--- config.mk ---
export PLATFORM = sky130hd
export DESIGN_NAME = rtp_gain
export DESIGN_NICKNAME = d
export VERILOG_FILES = /design/src/hw/rtl/rect_to_polar_converter_top_defines.svh /design/src/hw/rtl/rtp_pkg.sv /design/src/hw/rtl/rtp_gain.sv
export SDC_FILE = /design/constraint.sdc
export NUM_CORES = 1
export LEC_CHECK = 0
export BUFFER_PORTS_ARGS = -buffer_cell sky130_fd_sc_hd__buf_2
export CAP_MARGIN = 20
export CORE_MARGIN = 2
export CORE_UTILIZATION = 51
export DETAILED_ROUTE_END_ITERATION = 6
export GPL_TIMING_DRIVEN = 0
export PLACE_DENSITY = 0.69
export SKIP_LAST_GASP = 1
export SLEW_MARGIN = 25
export SYNTH_ARGS = -nofsm -noshare
export SYNTH_HDL_FRONTEND = slang
export SYNTH_SLANG_ARGS = --single-unit
export TNS_END_PERCENT = 20
--- constraint.sdc ---
create_clock -name clock -period 8.26 [get_ports clock]
set_input_delay 0.826 -clock clock [delete_from_list [all_inputs] [get_ports clock]]
set_output_delay 0.826 -clock clock [all_outputs]
set_load 0.03 [all_outputs]
--- src/hw/rtl/rect_to_polar_converter_top_defines.svh ---
// Assertion macros for the rectangular to polar converter
`ifndef RECT_TO_POLAR_CONVERTER_TOP_DEFINES_SVH
`define RECT_TO_POLAR_CONVERTER_TOP_DEFINES_SVH

// same-cycle implication, checked outside reset
`define RTP_ASSERT_IMPL(label, lhs, rhs) \
   label: assert property (@(posedge clock) disable iff (reset) (lhs) |-> (rhs)) \
      else $error("rtp assertion failed");

// next-cycle implication, also checked across reset
`define RTP_ASSERT_NEXT(label, lhs, rhs) \
   label: assert property (@(posedge clock) (lhs) |=> (rhs)) \
      else $error("rtp assertion failed");

`endif

--- src/hw/rtl/rtp_pkg.sv ---
package rtp_pkg;

   localparam int COORD_WIDTH = 16;
   localparam int ITERATIONS  = 16;
   localparam int TABLE_LEN   = 32;
   localparam int NUM_CELLS   = (ITERATIONS > TABLE_LEN) ? TABLE_LEN : ITERATIONS;
   localparam int GUARD_SHIFT = 16;
   localparam int DATA_W      = COORD_WIDTH + GUARD_SHIFT + 4;
   localparam int ANGLE_ACC_W = 32;
   localparam int ANGLE_W     = 16;
   localparam int SHIFT_W     = $clog2(TABLE_LEN);
   localparam int GAIN_W      = 32;
   localparam int LO_W        = DATA_W / 2;
   localparam int HI_W        = DATA_W - LO_W;
   localparam int PROD_W      = DATA_W + GAIN_W;
   localparam int RAD_SHIFT   = GUARD_SHIFT + GAIN_W;
   localparam int RAD_FULL_W  = PROD_W - RAD_SHIFT;

   localparam logic [GAIN_W-1:0] INV_GAIN = 32'h9B74EDA8;
   localparam logic [ANGLE_ACC_W-1:0] HALF_PI_POS = 32'h4000_0000;
   localparam logic [ANGLE_ACC_W-1:0] HALF_PI_NEG = 32'hC000_0000;

   localparam logic [ANGLE_ACC_W-1:0] ATAN_TABLE [TABLE_LEN] = '{
      32'd536870912, 32'd316933406, 32'd167458907, 32'd85004756, 32'd42667331,
      32'd21354465, 32'd10679838, 32'd5340245, 32'd2670163, 32'd1335087,
      32'd667544, 32'd333772, 32'd166886, 32'd83443, 32'd41722, 32'd20861,
      32'd10430, 32'd5215, 32'd2608, 32'd1304, 32'd652, 32'd326, 32'd163,
      32'd81, 32'd41, 32'd20, 32'd10, 32'd5, 32'd3, 32'd1, 32'd1, 32'd0
   };

   typedef struct packed {
      logic                     valid;
      logic                     zero;
      logic signed [DATA_W-1:0] x;
      logic signed [DATA_W-1:0] y;
      logic [ANGLE_ACC_W-1:0]   z;
   } stage_type;

endpackage

--- src/hw/rtl/rtp_gain.sv ---
module rtp_gain (
   input  logic                               clock,
   input  logic                               reset,
   input  logic                               advance,
   input  rtp_pkg::stage_type                 in_stage,
   output logic                               out_valid,
   output logic [rtp_pkg::COORD_WIDTH-1:0]    out_radius,
   output logic signed [rtp_pkg::ANGLE_W-1:0] out_angle
);

   localparam int DW = rtp_pkg::DATA_W;
   localparam int CW = rtp_pkg::COORD_WIDTH;
   localparam int AW = rtp_pkg::ANGLE_W;
   localparam int PW = rtp_pkg::PROD_W;
   localparam int LW = rtp_pkg::LO_W;
   localparam int HW = rtp_pkg::HI_W;
   localparam int GW = rtp_pkg::GAIN_W;
   localparam int RS = rtp_pkg::RAD_SHIFT;
   localparam int RW = rtp_pkg::RAD_FULL_W;
   localparam logic [PW-1:0] ROUND_BIT = PW'(1) << (RS - 1);
   localparam logic [rtp_pkg::ANGLE_ACC_W-1:0] ANGLE_HALF =
      rtp_pkg::ANGLE_ACC_W'(1) << (rtp_pkg::ANGLE_ACC_W - AW - 1);

   // stage a: partial products of x times inverse gain
   logic                 valid_a_ff, valid_a_in;
   logic                 zero_a_ff;
   logic [HW+GW-1:0]     p_hi_ff, p_hi_in;
   logic [LW+GW-1:0]     p_lo_ff, p_lo_in;
   logic [AW-1:0]        angle_a_ff, angle_a_in;
   logic [DW-1:0]        xm;
   logic [rtp_pkg::ANGLE_ACC_W-1:0] z_round;

   // stage b: sum, round, saturate
   logic                 valid_ff, valid_in;
   logic [CW-1:0]        radius_ff, radius_in;
   logic [AW-1:0]        angle_ff, angle_in;
   logic [PW-1:0]        sum;
   logic [RW-1:0]        rad_full;

   always_comb begin
      xm         = in_stage.x[DW-1] ? '0 : DW'(in_stage.x);
      p_hi_in    = (HW+GW)'(xm[DW-1:LW]) * (HW+GW)'(rtp_pkg::INV_GAIN);
      p_lo_in    = (LW+GW)'(xm[LW-1:0]) * (LW+GW)'(rtp_pkg::INV_GAIN);
      z_round    = in_stage.z + ANGLE_HALF;
      angle_a_in = in_stage.zero ? '0 : z_round[rtp_pkg::ANGLE_ACC_W-1 -: AW];
      valid_a_in = in_stage.valid;
   end

   always_comb begin
      sum       = (PW'(p_hi_ff) << LW) + PW'(p_lo_ff) + ROUND_BIT;
      rad_full  = sum[PW-1:RS];
      radius_in = '0;
      if (!zero_a_ff) begin
         radius_in = (rad_full[RW-1:CW] != '0) ? '1 : rad_full[CW-1:0];
      end
      angle_in = angle_a_ff;
      valid_in = valid_a_ff;
   end

   always_ff @(posedge clock) begin
      if (reset) begin
         valid_a_ff <= 1'b0;
         valid_ff   <= 1'b0;
      end else if (advance) begin
         valid_a_ff <= valid_a_in;
         valid_ff   <= valid_in;
      end
   end

   always_ff @(posedge clock) begin
      if (advance) begin
         zero_a_ff  <= in_stage.zero;
         p_hi_ff    <= p_hi_in;
         p_lo_ff    <= p_lo_in;
         angle_a_ff <= angle_a_in;
         radius_ff  <= radius_in;
         angle_ff   <= angle_in;
      end
   end

   assign out_valid  = valid_ff;
   assign out_radius = radius_ff;
   assign out_angle  = angle_ff;

endmodule

==> impl_metrics.env <==
export IMPL_diodes=0
export IMPL_ff2ff_setup_slack_ps=4710
export IMPL_grt_pass1_wl_mm=92.5
export IMPL_critical_path_class="in -> reg"
export IMPL_start_kind="input pin"
export IMPL_fin_worst_skew_ps=13.9
export IMPL_antenna_found_initial=0
export IMPL_rr_startpoint="p_hi_ff[23]"
export IMPL_slew_violations=0
export IMPL_ys_types=67
export IMPL_synthToLayoutAreaGrowth_pct=7.85
export IMPL_post_route_drc_count=0
export IMPL_yosys_top_cells_count="inv_1 (681), fa_1 (395), ha_1 (374), edfxtp_1 (124), a21oi_1 (92)"
export IMPL_rsz0062_at_grt="true"
export IMPL_detail_route_wl_per_cell_um=18.8
export IMPL_rr_worst_depth=12
export IMPL_finalNonFillerCells=3034
export IMPL_fin_nets=3299
export IMPL_synth_avg_cell_area_um2=10.2
export IMPL_vias=16000
export IMPL_gp_congestion=1.00
export IMPL_endpoint_kind="flop"
export IMPL_slew_headroom=0.345
export IMPL_syn_instance_count=2316
export IMPL_final_period_utilization=0.968
export IMPL_nFillCells=4074
export IMPL_ctsLongestPathBuffers=2
export IMPL_cp_data_required_time_ps=8420
export IMPL_htree_num_levels=4
export IMPL_crit_arrival_ps=8160
export IMPL_drv_cap=0
export IMPL_overflow=0
export IMPL_synth_area_um2=23500
export IMPL_yosys_area_top_type_share=0.336
export IMPL_path_clk_slew_ps=60
export IMPL_yosysSeqAreaShare=0.160
export IMPL_firstDrtPassIters=5
export IMPL_async_reset_ff_frac=0
export IMPL_clock_latency_ps=420
export IMPL_die_area_um2=47900
export IMPL_yosysWarnings=0
export IMPL_status="finished, final reports clean"
export IMPL_row_count=78
export IMPL_endpoint="p_hi_ff[47]"
export IMPL_syn_nets=3194
export IMPL_worst_pin_slew_ps=980
export IMPL_io_buffer_count=86
export IMPL_ys_ff_latch=126
export IMPL_drtAntennaViolNets=0
export IMPL_holdBufCountCts=0
export IMPL_min_path_type="reg -> reg"
export IMPL_dp_cells=3003
export IMPL_grt_pass1_vias=17100
export IMPL_finalHoldViolations=0
export IMPL_r2r_end="out_radius[10]"
export IMPL_viasPerCell=5.27
export IMPL_numCtsBuffers=17
export IMPL_ys_flop_type="edfxtp_1"
export IMPL_dp_hpwl_mm=50.5
export IMPL_die_w_um=219
export IMPL_clock_sinks=126
export IMPL_min_period_ps=8000
export IMPL_setup_viol=0
export IMPL_crit_path_start="in_stage[103]"
export IMPL_synth_edf_count=124
export IMPL_wl_mm=57.1
export IMPL_synth_area_top_cells="fa_1 (34%), ha_1 (20%), edfxtp_1 (16%), inv_1 (11%), xnor2_1 (2.5%)"
export IMPL_critical_path_peak_fanout=13
export IMPL_io_pins=142
export IMPL_cts_tree="done"
export IMPL_grt_total_usage=0.255
export IMPL_cts_root_buf="clkbuf_16"
export IMPL_drive_gt1_frac=0.0682
export IMPL_coreArea_um2=45500
export IMPL_start_util=0.517
export IMPL_grt_max_degree=68
export IMPL_first_iter_violations=1019
export IMPL_yosysMostFrequentCell="inv_1"
export IMPL_clock_fmax_mhz=125
export IMPL_die_y_um=219
export IMPL_yosysTopAreaCell="fa_1"
[final cells by class]
| type | count | area (um^2) | area share |
|---|---|---|---|
| well taps | 600 | 751 | 0.0296 |
| clock inverters | 13 | 140 | 0.00552 |
| repair buffers | 87 | 467 | 0.0184 |
| multi-input cells | 1484 | 17200 | 0.676 |
| flip-flops and latches | 126 | 3760 | 0.148 |
| inverters | 681 | 2560 | 0.101 |
| clock buffers | 19 | 433 | 0.0171 |
| plain buffers | 24 | 104 | 0.00409 |
[flip-flops by register name (all words and copies together), names as in the netlist]
register,count
angle_a_ff,16
out_radius,16
valid_a_ff,1
out_valid,1
p_hi_ff,46
out_angle,16
zero_a_ff,1
p_lo_ff,29
[timing repair]
action	4_1_cts	5_1_grt
gates cloned	0	0
buffers inserted	0	0
resized for setup	9	11
pin swaps	0	0
setup endpoints to repair	51	18
[worst max-delay path, stage by stage]
cell and delay, ps:
buf_4 200, clkbuf_4 300, nor2b_1 550, ha_1 380
inv_1 140, fa_1 600, fa_1 600, inv_1 60
fa_1 520, fa_1 560, inv_1 60, fa_1 580
inv_1 60, ha_1 270, clkbuf_1 270, nand3_1 160
or2_2 340, nor3b_1 350, a211oi_2 200, nor3_1 420
o21a_1 180, o21ai_0 110, o21ai_0 260, xor2_1 100
[layout by cell type (no fill, tap or decap), types with 5 or more instances in the layout]
cell | synthesis | final
a211oi_1 | 12 | 11
a21o_1 | 52 | 52
a21oi_1 | 92 | 92
a31oi_1 | 8 | 8
and3_1 | 12 | 12
and4_1 | 5 | 5
buf_2 | 1 | 85
clkbuf_1 | 23 | 20
clkbuf_16 | 0 | 17
edfxtp_1 | 124 | 124
fa_1 | 395 | 395
ha_1 | 374 | 371
inv_1 | 681 | 681
mux2i_1 | 6 | 6
nand2_1 | 51 | 51
nand2b_1 | 33 | 32
nand3_1 | 21 | 21
nand4_1 | 14 | 14
nor2_1 | 88 | 88
nor2b_1 | 39 | 33
nor2b_2 | 0 | 5
nor3_1 | 24 | 23
o211ai_1 | 6 | 6
o21a_1 | 12 | 12
o21ai_0 | 42 | 42
o21bai_1 | 10 | 10
o31ai_1 | 5 | 5
or2_2 | 15 | 15
or3_1 | 8 | 8
xnor2_1 | 66 | 66
xor2_1 | 37 | 37
[cell families after synthesis]
family	after synthesis	share of synthesized area
AO/OA/AOI/OAI	281	0.0799
AND/OR/NAND/NOR	325	0.0713
flip-flops	126	0.160
multiplexers	6	0.00255
buffers and inverters	706	0.113
adder cells (fa/ha/maj)	769	0.535
XOR/XNOR	103	0.0384
[how the worst min path moves through the flow]
stage                              start            end  slack, ps  cells after the start
after floorplan            angle_a_ff[0]   out_angle[0]        400                      0
after global placement    angle_a_ff[11]  out_angle[11]        400                      0
after detailed placement  angle_a_ff[11]  out_angle[11]        410                      0
after CTS                  angle_a_ff[4]   out_angle[4]        420                      0
after global routing       angle_a_ff[3]   out_angle[3]        430                      0
final                      angle_a_ff[2]   out_angle[2]        420                      0
[routing by layer]
layer,wire [um],track usage,share of wire
met1,26100,0.362,0.46
met2,26000,0.398,0.46
met3,3780,0.0559,0.066
met4,1220,0.0642,0.021
met5,0,0,0
[stage by stage]
stage	hold WS (ps)	util	setup WS (ps)	TNS [ps]	instance area [um^2]
floorplan	400	-	837	0	23500
global placement	401	0.543	-1600	-52680	24700
detailed placement	406	0.544	-1520	-52020	24700
CTS	420	0.557	90.2	0	25300
global route	427	0.558	-102	-250	25400
finish	419	0.558	264	0	25400
Power is left out: the tool's default activity adds up to more than one toggle a clock period on the data nets, which glitch-free logic cannot reach.
