$ cat src/hw/rtl/rect_to_polar_converter_top_defines.svh
// Assertion macros for the rectangular to polar converter
`ifndef RECT_TO_POLAR_CONVERTER_TOP_DEFINES_SVH
`define RECT_TO_POLAR_CONVERTER_TOP_DEFINES_SVH

// same-cycle implication, checked outside reset
`define RTP_ASSERT_IMPL(label, lhs, rhs) \
   label: assert property (@(posedge clock) disable iff (reset) (lhs) |-> (rhs)) \
      else $error("rtp assertion failed");

// next-cycle implication, also checked across reset
`define RTP_ASSERT_NEXT(label, lhs, rhs) \
   label: assert property (@(posedge clock) (lhs) |=> (rhs)) \
      else $error("rtp assertion failed");

`endif

$ cat src/hw/rtl/rtp_pkg.sv
package rtp_pkg;

   localparam int COORD_WIDTH = 16;
   localparam int ITERATIONS  = 16;
   localparam int TABLE_LEN   = 32;
   localparam int NUM_CELLS   = (ITERATIONS > TABLE_LEN) ? TABLE_LEN : ITERATIONS;
   localparam int GUARD_SHIFT = 16;
   localparam int DATA_W      = COORD_WIDTH + GUARD_SHIFT + 4;
   localparam int ANGLE_ACC_W = 32;
   localparam int ANGLE_W     = 16;
   localparam int SHIFT_W     = $clog2(TABLE_LEN);
   localparam int GAIN_W      = 32;
   localparam int LO_W        = DATA_W / 2;
   localparam int HI_W        = DATA_W - LO_W;
   localparam int PROD_W      = DATA_W + GAIN_W;
   localparam int RAD_SHIFT   = GUARD_SHIFT + GAIN_W;
   localparam int RAD_FULL_W  = PROD_W - RAD_SHIFT;

   localparam logic [GAIN_W-1:0] INV_GAIN = 32'h9B74EDA8;
   localparam logic [ANGLE_ACC_W-1:0] HALF_PI_POS = 32'h4000_0000;
   localparam logic [ANGLE_ACC_W-1:0] HALF_PI_NEG = 32'hC000_0000;

   localparam logic [ANGLE_ACC_W-1:0] ATAN_TABLE [TABLE_LEN] = '{
      32'd536870912, 32'd316933406, 32'd167458907, 32'd85004756, 32'd42667331,
      32'd21354465, 32'd10679838, 32'd5340245, 32'd2670163, 32'd1335087,
      32'd667544, 32'd333772, 32'd166886, 32'd83443, 32'd41722, 32'd20861,
      32'd10430, 32'd5215, 32'd2608, 32'd1304, 32'd652, 32'd326, 32'd163,
      32'd81, 32'd41, 32'd20, 32'd10, 32'd5, 32'd3, 32'd1, 32'd1, 32'd0
   };

   typedef struct packed {
      logic                     valid;
      logic                     zero;
      logic signed [DATA_W-1:0] x;
      logic signed [DATA_W-1:0] y;
      logic [ANGLE_ACC_W-1:0]   z;
   } stage_type;

endpackage

$ cat src/hw/rtl/rtp_pre.sv
module rtp_pre (
   input  logic                                 clock,
   input  logic                                 reset,
   input  logic                                 advance,
   input  logic                                 in_valid,
   input  logic signed [rtp_pkg::COORD_WIDTH-1:0] in_x,
   input  logic signed [rtp_pkg::COORD_WIDTH-1:0] in_y,
   output rtp_pkg::stage_type                   out_stage
);

   localparam int DW = rtp_pkg::DATA_W;
   localparam int GS = rtp_pkg::GUARD_SHIFT;

   rtp_pkg::stage_type stage_ff, stage_in;
   logic signed [DW-1:0] x_ext, y_ext, x_rot, y_rot;
   logic [rtp_pkg::ANGLE_ACC_W-1:0] z_rot;

   always_comb begin
      x_ext = DW'(in_x);
      y_ext = DW'(in_y);
      x_rot = x_ext;
      y_rot = y_ext;
      z_rot = '0;
      if (in_x < 0) begin
         if (in_y >= 0) begin
            x_rot = y_ext;
            y_rot = -x_ext;
            z_rot = rtp_pkg::HALF_PI_POS;
         end else begin
            x_rot = -y_ext;
            y_rot = x_ext;
            z_rot = rtp_pkg::HALF_PI_NEG;
         end
      end
      stage_in.valid = in_valid;
      stage_in.zero  = (in_x == 0) && (in_y == 0);
      stage_in.x     = {x_rot[DW-GS-1:0], {GS{1'b0}}};
      stage_in.y     = {y_rot[DW-GS-1:0], {GS{1'b0}}};
      stage_in.z     = z_rot;
   end

   always_ff @(posedge clock) begin
      if (reset) begin
         stage_ff.valid <= 1'b0;
      end else if (advance) begin
         stage_ff.valid <= stage_in.valid;
      end
   end

   always_ff @(posedge clock) begin
      if (advance) begin
         stage_ff.zero <= stage_in.zero;
         stage_ff.x    <= stage_in.x;
         stage_ff.y    <= stage_in.y;
         stage_ff.z    <= stage_in.z;
      end
   end

   assign out_stage = stage_ff;

endmodule

$ cat config.mk
export PLATFORM = sky130hd
export DESIGN_NAME = rtp_pre
export DESIGN_NICKNAME = d
export VERILOG_FILES = /design/src/hw/rtl/rect_to_polar_converter_top_defines.svh /design/src/hw/rtl/rtp_pkg.sv /design/src/hw/rtl/rtp_pre.sv
export SDC_FILE = /design/constraint.sdc
export NUM_CORES = 1
export LEC_CHECK = 0
export BUFFER_PORTS_ARGS = -buffer_cell sky130_fd_sc_hd__buf_2
export CORE_ASPECT_RATIO = 1.25
export CORE_UTILIZATION = 51
export CTS_BUF_LIST = sky130_fd_sc_hd__clkbuf_8
export CTS_CLUSTER_SIZE = 8
export DETAILED_ROUTE_END_ITERATION = 6
export PLACE_DENSITY = 0.86
export SKIP_CTS_REPAIR_TIMING = 1
export SKIP_LAST_GASP = 1
export SLEW_MARGIN = 20
export SYNTH_ARGS = -nofsm -noshare
export SYNTH_HDL_FRONTEND = slang
export SYNTH_SLANG_ARGS = --single-unit
$ cat constraint.sdc
create_clock -name clock -period 4.1 [get_ports clock]
set_clock_uncertainty 0.1 [all_clocks]
set_input_delay 0.615 -clock clock [delete_from_list [all_inputs] [get_ports clock]]
set_output_delay 0.615 -clock clock [all_outputs]
set_load 0.01 [all_outputs]
==> out/qor.csv, run 1 <==
metric,value,unit
post-synth cell types,44,
clock period minus worst slack,2440,ps
Worst Path Required,4040,ps
unrepaired setup endpoints after global routing,false,
Overflow after GRT,0,
first-pass GRT wire length,8960,µm
max_cap viols,0,
clock transition at the registers of the reported paths,80,ps
vias in the first global route,1960,
synth-to-layout area growth,11.7,%
"setup slack, reg-to-reg",3420,ps
WS Path Type,in2reg,
synthesized area per cell,9.79,µm²
clock sink count,43,
VDD IR-drop max,0.179,mV
CTS tree,yes,
CP max FO,7,
post-route ant nets,0,
total power,1140,µW
max reg flops,43,
Final Setup Violations,0,
Final Wtd Congestion,0.885,
Worst-Skew Late Latency,300,ps
pin count of the biggest net entering global routing,53,
HPWL Detailed,4220,µm
outcome,completed,
final hold violations,0,
Synth area leader,edfxtp_1,
root buf cell,clkbuf_8,
CP Launch Type,input port,
CTS Buffer Depth,2,
"top cells by count, synth","buf_4 (63), edfxtp_1 (42), nor2_1 (32)",
site row count,29,
Synth Cell Area,2830,µm²
# nets final,402,
most common cell in the netlist,buf_4,
nature of the critical path endpoint,flop,
Slew headroom,37.8,%
ant diodes,0,
DIE AREA,5850,µm²
1st-iter DRT viols,296,
total CTS buffers,5,
vias per std cell,5.46,
Synth Warn #,0,
Post-synth EDFFs,42,
I/O pin count,142,
I/O Buffers,79,
Die Y,85.3,µm
DR vias,2328,
Pwr per Cell Area,362,nW/µm²
effective utilization at floorplan,54.5,%
Tightest Pin Transition,933,ps
H-tree levels,2,
die width,68.6,µm
Hold Path Class,in2reg,
layout cells sized above 1,25.5,%
total wire length,5970,µm
Tcrit/Tclk final,59.6,%
drt drc,0,
final slew viol count,0,
"Seq/Total Area, Yosys",45.3,%
post-synth top area share,44.6,%
Syn Inst Count,289,
FMAX,0.409,GHz
gr usage total,20.8,%
asr flop ratio synth,0,%
antenna violations before repair,0,
Core Region,5190,µm²
largest cells by area after synthesis,"edfxtp_1 (45%), buf_4 (17%), nor2_1 (4.2%), a21oi_1 (3.4%), xnor2_1 (2.5%)",
Synth Flop Type,edfxtp_1,
TNS Setup,0,ps
CP arrival,2390,ps
Pre-Repair DR Iteration Count,7,
static leakage,0.00137,µW
detailed-route wire length per cell,14.0,µm
register bit count reported by yosys,43,
critical path, stage by stage:
cell      delay (ps)
buf_2            120
inv_1             70
ha_1             190
or4b_2           620
nor2_1           400
nor4b_1          290
a311oi_1          80
kinds of logic (layout without fill, tap and decap cells):
kind of cell | after synthesis | in the layout | synth area share, %
adders and majority gates | 3 | 3 | 1.33
DFF | 43 | 43 | 45.3
xor gates and xnor gates | 13 | 13 | 4.02
other | 1 | 65 | 0.133
AOI/OAI and AO/OA | 57 | 57 | 13.4
and+or+nand+nor | 83 | 83 | 15.0
muxes | 3 | 3 | 1.06
buffers and inverters | 86 | 97 | 19.8
layer usage:
metal / part of all wire [%] / GRT usage, % / vias to the layer above
li1: - / - / 1063
met1: 35 / 23.8 / 1037
met2: 50 / 34.0 / 201
met3: 11 / 4.30 / 27
met4: 4.3 / 13.4 / 0
met5: 0 / 0 / -
cell type report:
class                      instances  area [µm²]
fill                             444        2030
multi-input combinational        224        1230
clock inverter                     3        67.6
tap                               62        77.6
clock buffer                       5        68.8
inverter                           9        33.8
timing repair buffer              80         403
sequential                        43        1280
cell usage in the layout, fill, tap and decap left out, types with 3 or more instances in the layout:
cell type / Yosys / routed
clkbuf_8: 0 / 5
nor4_1: 4 / 4
a211o_1: 6 / 6
edfxtp_1: 42 / 42
o21ai_0: 7 / 7
inv_1: 9 / 9
nand3_1: 7 / 7
nand4_1: 5 / 5
nor2_1: 32 / 32
xor2_1: 5 / 5
a21oi_1: 19 / 19
mux2i_1: 3 / 3
a22oi_1: 9 / 9
nor3_1: 6 / 6
a31oi_1: 3 / 3
buf_2: 0 / 79
o311ai_0: 5 / 5
xnor2_1: 8 / 8
or3_1: 8 / 8
ha_1: 3 / 3
conb_1: 1 / 65
nand2_1: 8 / 8
metrics by stage:
step	instances	hold slack (ps)	instance area, µm²	utilization, %	setup slack [ps]
floorplan	353	428	3070	-	1710
global placement	418	369	3020	58.3	1450
detailed placement	418	383	3020	58.3	1370
CTS	426	358	3160	60.9	1680
global route	426	373	3160	60.9	1520
finish	426	362	3160	60.9	1660
power by group:
group | internal (µW) | leakage [µW] | switching (µW)
clock network | 243 | 0.0000644 | 148
logic | 73.8 | 0.000883 | 141
registers | 530 | 0.000419 | 8.85
final timing paths:
check                         startpoint                           to  cells past startpoint
max                              in_y[0]      out_stage[98]$_DFFE_PP_                      7
min                                reset  out_stage[105]$_SDFFE_PP0P_                      2
max reg2reg  out_stage[105]$_SDFFE_PP0P_  out_stage[105]$_SDFFE_PP0P_                      2
min reg2reg  out_stage[105]$_SDFFE_PP0P_  out_stage[105]$_SDFFE_PP0P_                      2
Power figures use the tool's default switching activity.
==> run 2, diff against run 1 <==
CORE_UTILIZATION = 48   (was 51)
PLACE_DENSITY = 0.81   (was 0.86)
clock period = 2.5 ns   (was 4.1 ns; I/O delays follow)
==> run 2 against run 1 <==
- the flow now finishes with violations (design-rule violations)
- core utilization fell by 3.9 points
- total power increased by 53%
- first-iteration DRC count down 19%
- final cell count rose by 1.4%
- largest power group unchanged
- global-route usage down 1.9 points
- setup slack worse by 1300 ps
- count of clock-buffer cells in the layout is the same
- critical path type unchanged
- critical path depth grew 1
- wire length stayed put
- via count decreased by 2.8%
- worst hold slack worse by 230 ps
==> out/qor.csv, run 2 (same netlist as run 1, synthesis figures left out) <==
metric,value,unit
Overflow after GRT,0,
detailed-route wire length per cell,13.8,µm
Die Y,87.8,µm
"setup slack, reg-to-reg",1810,ps
sequential share of power,50.5,%
Final Setup Violations,0,
1st-iter DRT viols,241,
CP Launch Type,input port,
met3 usage,4.03,%
Core Region,5560,µm²
failing checks,design-rule violations,
clock period minus worst slack,2120,ps
static leakage,0.00138,µW
effective utilization at floorplan,50.9,%
HPWL Detailed,4470,µm
die width,70.7,µm
Pwr per Cell Area,552,nW/µm²
Tcrit/Tclk final,85.0,%
outcome,"finished, violations left",
Tightest Pin Transition,545,ps
Worst-Skew Late Latency,290,ps
max reg flops,43,
total wire length,5970,µm
"commonest non-fill, non-tap cells in the layout","buf_2 (79), conb_1 (65), edfxtp_1 (42)",
Worst Path Required,2430,ps
Hold Path End,out_stage[105]$_SDFFE_PP0P_,
CTS Buffer Depth,2,
first-pass GRT wire length,8850,µm
Slew headroom,63.2,%
layer with the highest usage,met2,
post-route cell area,3170,µm²
Gate power share,20.3,%
layout cells sized above 1,26.1,%
hold wc startpoint,reset,
clock sink count,43,
ant diodes,0,
CP max FO,7,
CP arrival,2060,ps
# nets final,407,
Internal,1280,µW
met2 Usage GRT,33.4,%
antenna violations before repair,0,
power share of the clock group,29.2,%
grt met1 use,23.1,%
final slew viol count,0,
Reg-to-Reg Start,out_stage[105]$_SDFFE_PP0P_,
highest-delay cell along the critical path,or4b_2,
Worst path max stage delay,630,ps
Layout fillers,525,
hold_ws,130,ps
FF-to-FF End,out_stage[105]$_SDFFE_PP0P_,
H-tree levels,2,
CP bufs+invs,3,
Worst R2R Path Depth,2,
post-route ant nets,0,
FMAX,0.471,GHz
total CTS buffers,5,
VDD IR-drop max,0.269,mV
Hold Path Class,in2reg,
site row count,30,
nature of the critical path endpoint,flop,
Net Sw Frac,26.8,%
DIE AREA,6210,µm²
unrepaired setup endpoints after global routing,false,
DR vias,2262,
Min-Delay Path Depth,2,
CTS tree,yes,
max_cap viols,0,
switching power,469,µW
vias in the first global route,1843,
placed cell count,425,
TNS Setup,0,ps
drt drc,18,
gr usage total,18.8,%
clock transition at the registers of the reported paths,80,ps
WS Path Type,in2reg,
vias per std cell,5.24,
cell family with most CP delay,simple AND/OR/NAND/NOR gates,
synth-to-layout area growth,11.9,%
fin cells,432,
Pre-Repair DR Iteration Count,7,
worst-path cell chain,buf_2 > inv_1 > ha_1 > or4b_2 > nor2_1 > buf_4 > nor4b_1 > a311oi_1,
pin count of the biggest net entering global routing,45,
Place WS,84.6,ps
I/O pin count,142,
root buf cell,clkbuf_8,
Final Wtd Congestion,0.873,
"most common cell after layout, fill and taps aside",buf_2,
Worst Slack Setup Final,376,ps
dpl cell area,3060,µm²
I/O Buffers,79,
final hold violations,0,
[run 2: cell count changes in the layout (fill, tap and decap cells not counted)]
cell        change
buf_4           +5
bufinv_16       -1
clkinvlp_4      -1
inv_1           +1
[run 2: power groups by stage]
stage / Combinational [µW] / Sequential, µW / Clock [µW]
3_5_place_dp: 352 / 901 / 0
5_1_grt: 388 / 890 / 550
2_1_floorplan: 231 / 940 / 0
4_1_cts: 353 / 885 / 520
6_report: 355 / 883 / 511
3_3_place_gp: 346 / 900 / 0
[run 2: layer usage]
metal | routed length, µm | up-vias | share of wire, %
li1 | - | 1075 | -
met1 | 2360 | 1045 | 39
met2 | 3010 | 139 | 50
met3 | 554 | 3 | 9.3
met4 | 43 | 0 | 0.72
met5 | 0 | - | 0
[run 2: final cells by class]
cell class / count / area [µm²] / area share, %
clock buffers: 5 / 68.8 / 2.17
clock inverters: 2 / 33.8 / 1.07
inverters: 9 / 33.8 / 1.07
multi-input cells: 224 / 1230 / 38.8
flip-flops and latches: 43 / 1280 / 40.5
well taps: 64 / 80.1 / 2.53
repair buffers: 85 / 440 / 13.9
[run 2: worst max-delay path by stage]
stage	to	from	cells past startpoint
after floorplan	out_stage[97]$_DFFE_PP_	in_y[2]	5
after global placement	out_stage[98]$_DFFE_PP_	in_y[0]	8
after detailed placement	out_stage[98]$_DFFE_PP_	in_y[0]	8
after CTS	out_stage[98]$_DFFE_PP_	in_y[0]	8
after global routing	out_stage[98]$_DFFE_PP_	in_y[0]	8
final	out_stage[98]$_DFFE_PP_	in_y[0]	8
[run 2: per-stage QoR]
stage,power [µW],utilization [%]
after floorplan,1170,-
after global placement,1250,55.1
after detailed placement,1250,55.1
after CTS,1760,57.0
after global routing,1830,57.0
final,1750,57.0
